[src/rtl/i2crf_pkg.sv]
// shared constants, types and helpers of the i2c register file with sample ring
package i2crf_pkg;

  localparam int RING_DEPTH = 2048;
  localparam int REG_COUNT  = 32;

  localparam int RING_AW = $clog2(RING_DEPTH);
  localparam int RING_CW = $clog2(RING_DEPTH + 1);
  localparam int REG_AW  = $clog2(REG_COUNT);

  localparam logic [REG_AW-1:0] REG_CHANNEL_MASK = REG_AW'(8'h10);
  localparam logic [REG_AW-1:0] REG_DECIMATION   = REG_AW'(8'h11);
  localparam logic [REG_AW-1:0] REG_RING_STATUS  = REG_AW'(8'h18);
  localparam logic [REG_AW-1:0] REG_RING_DATA    = REG_AW'(8'h19);

  typedef enum logic [2:0] {
    OP_STOP  = 3'd0,
    OP_ADDR  = 3'd1,
    OP_DATA  = 3'd2,
    OP_TX    = 3'd3,
    OP_FRAME = 3'd4,
    OP_PUSH  = 3'd5
  } op_e;

  typedef struct packed {
    logic              rd_en;
    logic [REG_AW-1:0] rd_idx;
    logic              wr_en;
    logic [REG_AW-1:0] wr_idx;
    logic [15:0]       wr_data;
  } bank_req_t;

  // received byte modulo the register count
  function automatic logic [REG_AW-1:0] reg_wrap(input logic [7:0] b);
    return REG_AW'({1'b0, b} % 9'(REG_COUNT));
  endfunction

endpackage

[src/rtl/i2crf_regbank.sv]
// register bank memory with per-entry valid bits, registered read
module i2crf_regbank (
  input  logic                  clk_i,
  input  logic                  rst_ni,
  input  i2crf_pkg::bank_req_t  req_i,
  output logic [15:0]           rd_data_o
);

  logic [15:0]                     mem_q [i2crf_pkg::REG_COUNT];
  logic [i2crf_pkg::REG_COUNT-1:0] vld_q;
  logic [15:0]                     rd_raw_q;
  logic                            rd_vld_q;

  always_ff @(posedge clk_i) begin
    if (req_i.wr_en) begin
      mem_q[req_i.wr_idx] <= req_i.wr_data;
    end
    if (req_i.rd_en) begin
      rd_raw_q <= mem_q[req_i.rd_idx];
    end
  end

  always_ff @(posedge clk_i or negedge rst_ni) begin
    if (!rst_ni) begin
      vld_q    <= '0;
      rd_vld_q <= 1'b0;
    end else begin
      if (req_i.wr_en) begin
        vld_q[req_i.wr_idx] <= 1'b1;
      end
      if (req_i.rd_en) begin
        rd_vld_q <= vld_q[req_i.rd_idx];
      end
    end
  end

  // entries never written read as zero
  assign rd_data_o = rd_vld_q ? rd_raw_q : 16'h0000;

endmodule

[config.mk]
export PLATFORM = sky130hd
export DESIGN_NAME = i2crf_regbank
export DESIGN_NICKNAME = d
export VERILOG_FILES = /design/src/rtl/i2crf_pkg.sv /design/src/rtl/i2crf_regbank.sv
export SDC_FILE = /design/constraint.sdc
export NUM_CORES = 1
export LEC_CHECK = 0
export ABC_AREA = 1
export BUFFER_PORTS_ARGS = -buffer_cell sky130_fd_sc_hd__buf_2
export CORE_MARGIN = 3
export CORE_UTILIZATION = 50
export CTS_CLUSTER_SIZE = 25
export DETAILED_ROUTE_END_ITERATION = 16
export GPL_TIMING_DRIVEN = 0
export HOLD_SLACK_MARGIN = 0.06
export PLACE_DENSITY_LB_ADDON = 0.05
export SLEW_MARGIN = 20
export SYNTH_ARGS = -nofsm -noshare
export SYNTH_HDL_FRONTEND = slang
export SYNTH_SLANG_ARGS = --single-unit
[constraint.sdc]
create_clock -name clk_i -period 1.1 [get_ports clk_i]
set_input_delay 0.165 -clock clk_i [delete_from_list [all_inputs] [get_ports clk_i]]
set_output_delay 0.165 -clock clk_i [all_outputs]
set_load 0.03 [all_outputs]
==> results of run 1 <==
-- state kept, by name (all words and copies together) (netlist names) --
signal / count
mem_q: 512
vld_q: 32
rd_raw_q: 16
rd_vld_q: 1
-- power breakdown --
part / internal, mW / leakage, nW / switching [mW]
sequential: 23.9 / 5.15 / 0.227
clock: 9.98 / 0.805 / 7.76
combinational: 1.37 / 3.84 / 3.00
-- metrics by stage --
| step | utilization, % | total power, mW | setup WS, ps |
|---|---|---|---|
| final | 61.2 | 46.3 | -540 |
| after global routing | 61.2 | 47.6 | -575 |
| after CTS | 59.9 | 46.2 | -569 |
| after detailed placement | 54.3 | 28.3 | -1260 |
| after global placement | 54.3 | 28.3 | -1210 |
| after floorplan | - | 26.7 | -127 |
-- what timing repair did --
| action | 4_1_cts | 5_1_grt |
|---|---|---|
| hold buffers | 2 | 0 |
| endpoints found under the setup margin | 94 | 205 |
| gates cloned | 0 | 1 |
| gates resized for setup | 178 | 99 |
| pin swaps | 71 | 60 |
| endpoints found under the hold margin | 50 | 0 |
| buffers inserted | 5 | 12 |
-- placed cells by master, fill, tap and decap left out, types with 7 or more instances in the layout --
| cell type | Yosys | layout |
|---|---|---|
| clkinv_1 | 1 | 13 |
| inv_2 | 1 | 17 |
| nor2_1 | 80 | 31 |
| or2_2 | 32 | 32 |
| clkbuf_2 | 0 | 20 |
| edfxtp_1 | 528 | 528 |
| o21ai_0 | 16 | 9 |
| buf_2 | 49 | 47 |
| dfrtp_1 | 33 | 32 |
| nor2_4 | 0 | 46 |
| buf_4 | 13 | 18 |
| nand3_4 | 0 | 11 |
| clkinv_2 | 0 | 7 |
| buf_12 | 0 | 15 |
| a21oi_1 | 80 | 34 |
| nand2_1 | 618 | 572 |
| a21oi_2 | 0 | 38 |
| clkbuf_16 | 0 | 58 |
| buf_6 | 11 | 50 |
| clkbuf_1 | 37 | 33 |
| nand2_2 | 0 | 40 |
| clkinvlp_4 | 0 | 7 |
| nand3_1 | 358 | 285 |
| nand3_2 | 0 | 62 |
| a21oi_4 | 0 | 8 |
-- per-layer routing --
layer	global-route usage [%]	wire length, um
met5	0	0
met4	9.98	2700
met1	39.3	27500
met3	3.78	4970
met2	46.5	32300
-- logic make-up after synthesis --
kind of cell | after synthesis | synth area share (%)
buf+inv | 144 | 3.24
flops | 561 | 73.7
simple gates | 1089 | 20.4
compound gates | 112 | 2.65
-- worst max-delay path, cell delays in order, from the launching register on --
cell,delay [ps]
dfrtp_2,450
clkbuf_16,190
nand2_4,70
inv_2,40
buf_6,130
-- final cells by class --
class / instances / share of cell area [%]
antenna: 2 / 0.0184
buffer: 117 / 3.24
clock buffer: 79 / 5.54
clock inverter: 24 / 0.597
inverter: 26 / 0.441
multi-input combinational: 1201 / 23.9
sequential: 561 / 61.2
tap: 592 / 2.72
timing repair buffer: 61 / 2.41
-- final timing paths --
check / slack, ps / cells after the start / start / endpoint
min reg2reg: 470 / 1 / vld_q[2] / vld_q[2]
min: 170 / 1 / req_i[9] / mem_q[19][9]
max in group asynchronous: 360 / 2 / rst_ni / rd_vld_q
max: -540 / 4 / rd_vld_q / rd_data_o[14]
min in group asynchronous: 190 / 2 / rst_ni / vld_q[4]
max reg2reg: -310 / 8 / mem_q[27][7] / rd_raw_q[7]
==> results.toml, run 1 <==
[synthesis]
syn-instance-count = 1906
synth_seq_cells = 561
syn-cell-area_sq_um = 22600
avgSynthCellArea_sq_um = 11.9
synth_edf_count = 528
async_reset_ff_share_pct = 5.88
yosysTopAreaCellShare_pct = 70.0
netlist_top_cells_count = "618 x nand2_1, 528 x edfxtp_1, 358 x nand3_1"
ys_seq_area_share_pct = 73.7
syn_nets = 1936
yosys.area.top_type = "edfxtp_1"
ys_warn_count = 0
synth_area_leaders = "edfxtp_1 70%, nand2_1 10%, nand3_1 7.9%"
synth_ff_type = "edfxtp_1"
yosysMostFrequentCell = "nand2_1"
ys_types = 18

[place]
place_hpwl_mm = 42.3
place_area_sq_um = 24200
place_inst = 2539
portBuffers = 41
place.gp.congestion = 0.904

[die]
core_area_sq_um = 44500
start_util_pct = 50.9
die_x_um = 219
die_area_sq_um = 47900
fp-row-count = 77
die_y_um = 219
num_io_pins = 46

[timing]
fin_crit_sh_pct = 149
skew_ps = 15.1
fmax_ghz = 0.610
setup_slack_ps = -540
fin_crit_ps = 1640
fin_setup_tns_ps = -12080
finalSetupViolCount = 33
slew_viol_final = 0
rsz0062_at_grt = "true"
hold_viol = 0
worst_hold_slack_ps = 166
tightest_slew_ps = 915
slew_headroom_pct = 39.0

[cts]
worstSkewPairLatency_ps = 600
clk_pin_slew_ps = 60
cts_tree = "done"
numCtsBuffers = 56
clock_sink_count = 561
h-tree-depth = 2
clk_path_buf_depth = 3
clockRootBuffer = "clkbuf_16"

[cells_and_area]
nets = 2054
stdcell_area_sq_um = 27300
synthToLayoutAreaGrowth_pct = 20.4
finalNonFillerCells = 2663
regArea_sq_um = 16700
multi_input_comb_area_sq_um = 6500
drive_gt1_share_pct = 24.6
fillCellCount = 3491

[route]
routed_wl_mm = 67.5
wl_per_cell_um = 25.3
viasPerCell = 5.72
vias = 15200
ant_nets = 0
drtIter0Drc = 1673
drc = 0
first_pass_iters = 6

[global_routing]
overflow = 0
grt_max_degree = 34
grt_pass1_vias = 14500
track_usage_pct = 28.3
antenna_found_initial = 2
grt_pass1_wl_mm = 96.7

[status]
outcome = "finished, violations left"
violations = "negative setup slack"

[setup_path]
worstPathArrival_ps = 1470
end_kind = "output port"
required_ps = 940
cp_max_fo = 5
critPathKind = "reg2out"
startpoint_type = "register"

[power]
power_density_nw_per_um2 = 1700
power.leakage_nw = 9.80
vdd_drop_max_mv = 1.29

[min_path]
hold_class = "in2reg"

[flow_run]
maxCapViolCount = 0
Power figures use the tool's default switching activity.
==> run 2: changes to the inputs <==
--- a/config.mk
+++ b/config.mk
@@ -5,7 +5,6 @@
 export SDC_FILE = /design/constraint.sdc
 export NUM_CORES = 1
 export LEC_CHECK = 0
-export ABC_AREA = 1
 export BUFFER_PORTS_ARGS = -buffer_cell sky130_fd_sc_hd__buf_2
 export CORE_MARGIN = 3
 export CORE_UTILIZATION = 50
==> run 2 against run 1 <==
  * The run still ends with negative setup slack left
  * Setup slack got worse by 410 ps
  * Non-clock buffer count is 44 lower
  * Critical path depth shrank 1
  * Die area down 4.9%
  * Sequential share of layout area grew 4.1 points
  * Final cell count shrank 38%
  * Sequential power about the same
  * Hold slack worse by 62 ps
  * Synthesized area is 5.0% lower
  * Power fell by 0.64%
  * Fmax shrank 20%
  * Combinational power fell by 25%
  * Largest cell class unchanged
  * Largest power group unchanged
  * Highest routed layer unchanged
==> results.toml, run 2 <==
[status]
outcome = "finished, violations left"
violations = "negative setup slack"

[die]
die_area_sq_um = 45500
die_y_um = 213
die_x_um = 213
fp-row-count = 75
num_io_pins = 46
core_area_sq_um = 42200
start_util_pct = 50.9

[cts]
numCtsBuffers = 58
clock_sink_count = 561
clk_pin_slew_ps = 60
worstSkewPairLatency_ps = 610
cts_tree = "done"
h-tree-depth = 2
clk_path_buf_depth = 3
clockRootBuffer = "clkbuf_16"

[cells_and_area]
stdcell_area_sq_um = 25500
drive_gt1_share_pct = 41.8
largest_reg_flops = 512
antenna_cells = 0
largest-register = "mem_q"
fin_util_pct = 60.5
nets = 1094
finalNonFillerCells = 1644
final_common_cell = "edfxtp_1"
reg_top3 = "mem_q (512), vld_q (32), rd_raw_q (16)"
layout_common_cells = "528 x edfxtp_1, 160 x mux4_2, 62 x clkbuf_16"
synthToLayoutAreaGrowth_pct = 18.8

[setup_path]
crit_buf_inv = 0
crit_path_max_incr_delay_ps = 570
r2r_cells = 3
worst-path-stages = 3
worstSetupStartpoint = "mem_q[11][2]"
rrSetupSlack_ps = -950
path_cells = "mux4_2 -> mux4_2 -> mux2_2"
worstPathArrival_ps = 2400
critPathKind = "reg2reg"
crit_top_cell = "mux4_2"
worstSetupEndpoint = "rd_raw_q[2]"
cp_max_fo = 1
startpoint_type = "register"
worstReg2RegStart = "mem_q[11][2]"
required_ps = 1450
cpMaxStageDelayCell = "mux4_2"
end_kind = "register"
r2r_end = "rd_raw_q[2]"
critPathTopFamily = "multiplexers"

[route]
vias = 10000
routed_wl_mm = 51.5
drc = 0
wl_per_cell_um = 31.3
viasPerCell = 6.10
first_pass_iters = 4
drtIter0Drc = 1087
ant_nets = 0

[place]
portBuffers = 41
place_hpwl_mm = 31.0
place.gp.congestion = 0.762
place_area_sq_um = 22800
place_inst = 1493

[power]
combPwrFrac_pct = 7.2
vdd_drop_max_mv = 1.15
power_density_nw_per_um2 = 1800
power_frac_clock_pct = 40.3
switchingPower_mw = 9.71
power.leakage_nw = 8.28
switching_share_pct = 21.1
intPower_mw = 36.3
seqPwrFrac_pct = 52.5

[synthesis]
yosys.area.top_type = "edfxtp_1"
avgSynthCellArea_sq_um = 23.5
synth_seq_cells = 561
async_reset_ff_share_pct = 5.88
ys_types = 27
ys_warn_count = 0
synth_edf_count = 528
ys_seq_area_share_pct = 77.6
syn-instance-count = 913
yosysMostFrequentCell = "edfxtp_1"
syn_nets = 943
yosysTopAreaCellShare_pct = 73.8
synth_ff_type = "edfxtp_1"
syn-cell-area_sq_um = 21500
synth_area_leaders = "edfxtp_1 74%, mux4_2 17%, dfrtp_1 3.8%"
netlist_top_cells_count = "528 x edfxtp_1, 160 x mux4_2, 35 x nor2_1"

[timing]
tightest_slew_ps = 932
skew_ps = 15.3
rsz0062_at_grt = "true"
finalSetupViolCount = 33
slew_viol_final = 0
worst_hold_slack_ps = 104
fin_crit_sh_pct = 186
hold_viol = 0
fmax_ghz = 0.488
fin_crit_ps = 2050
setup_slack_ps = -948
slew_headroom_pct = 37.9

[global_routing]
grt_pass1_wl_mm = 74.5
antenna_found_initial = 0
overflow = 0
grt_pass1_vias = 10300
track_usage_pct = 23.7
grt_max_degree = 34

[min_path]
hold_class = "in2reg"

[flow_run]
maxCapViolCount = 0
-- run 2: cell types whose count changed after synthesis, sizes merged, moves of 17 or more --
cell    before  now
inv         25    0
mux4         0  160
nor2        80   35
nand3      358    3
and2         0   17
buf         81   27
a21oi       80    3
nand2      618    5
clkbuf      37   16
-- run 2: worst min-delay path by stage --
stage	end	cells past startpoint	start	slack, ps
after floorplan	rd_vld_q	0	rst_ni	-130
after global placement	rd_vld_q	1	rst_ni	270
after detailed placement	vld_q[17]	1	rst_ni	280
after CTS	mem_q[17][14]	1	req_i[14]	80
after global routing	mem_q[9][12]	1	req_i[12]	120
final	mem_q[17][14]	1	req_i[14]	100
-- run 2: metrics by stage --
stage	total power, mW	setup TNS [ps]	worst slack (ps)
6_report	46.0	-23830	-948
2_1_floorplan	26.4	-202610	-914
3_3_place_gp	27.5	-523690	-1520
4_1_cts	46.4	-24460	-965
5_1_grt	47.6	-24720	-952
3_5_place_dp	27.6	-520820	-1560
-- run 2: metal layers --
metal | vias to the layer above | track usage [%] | part of all wire (%)
met2 | 353 | 34.9 | 46
li1 | 4154 | - | -
met5 | - | 0 | 0
met4 | 0 | 7.77 | 2.8
met3 | 66 | 4.56 | 7.1
met1 | 5463 | 36.5 | 44
-- run 2: final cells by class --
type | instances | area, sq um
timing repair buffer | 91 | 1050
clock inverter | 19 | 133
tap | 539 | 674
clock buffer | 82 | 1660
fill | 2992 | 16700
buffer | 43 | 397
sequential | 561 | 16700
multi-input combinational | 309 | 4950
-- run 2: cell families after synthesis --
kind of cell           share of synthesized area, %
AO/OA/AOI/OAI                                 0.320
buffers and inverters                          1.03
multiplexers                                   18.3
AND/OR/NAND/NOR                                2.70
flip-flops                                     77.6
-- run 2: worst register-to-register path, delay by kind of cell (launching register included) --
family / cells / cell delay (ps)
muxes: 3 / 1430
DFF: 1 / 370
-- run 2: power groups by stage --
stage	logic [mW]	clock network [mW]	registers, mW
final	3.30	18.5	24.2
after global routing	3.52	19.9	24.2
after CTS	3.32	18.9	24.2
after detailed placement	3.03	0	24.6
after global placement	2.98	0	24.6
after floorplan	1.88	0	24.5
-- run 2: repair_timing --
item | CTS | global route
hold endpoints to repair | 50 | 0
cloned | 1 | 0
setup endpoints to repair | 522 | 71
pin swaps | 23 | 3
hold buffers | 2 | 0
gates resized for setup | 59 | 5
buffers inserted | 42 | 5
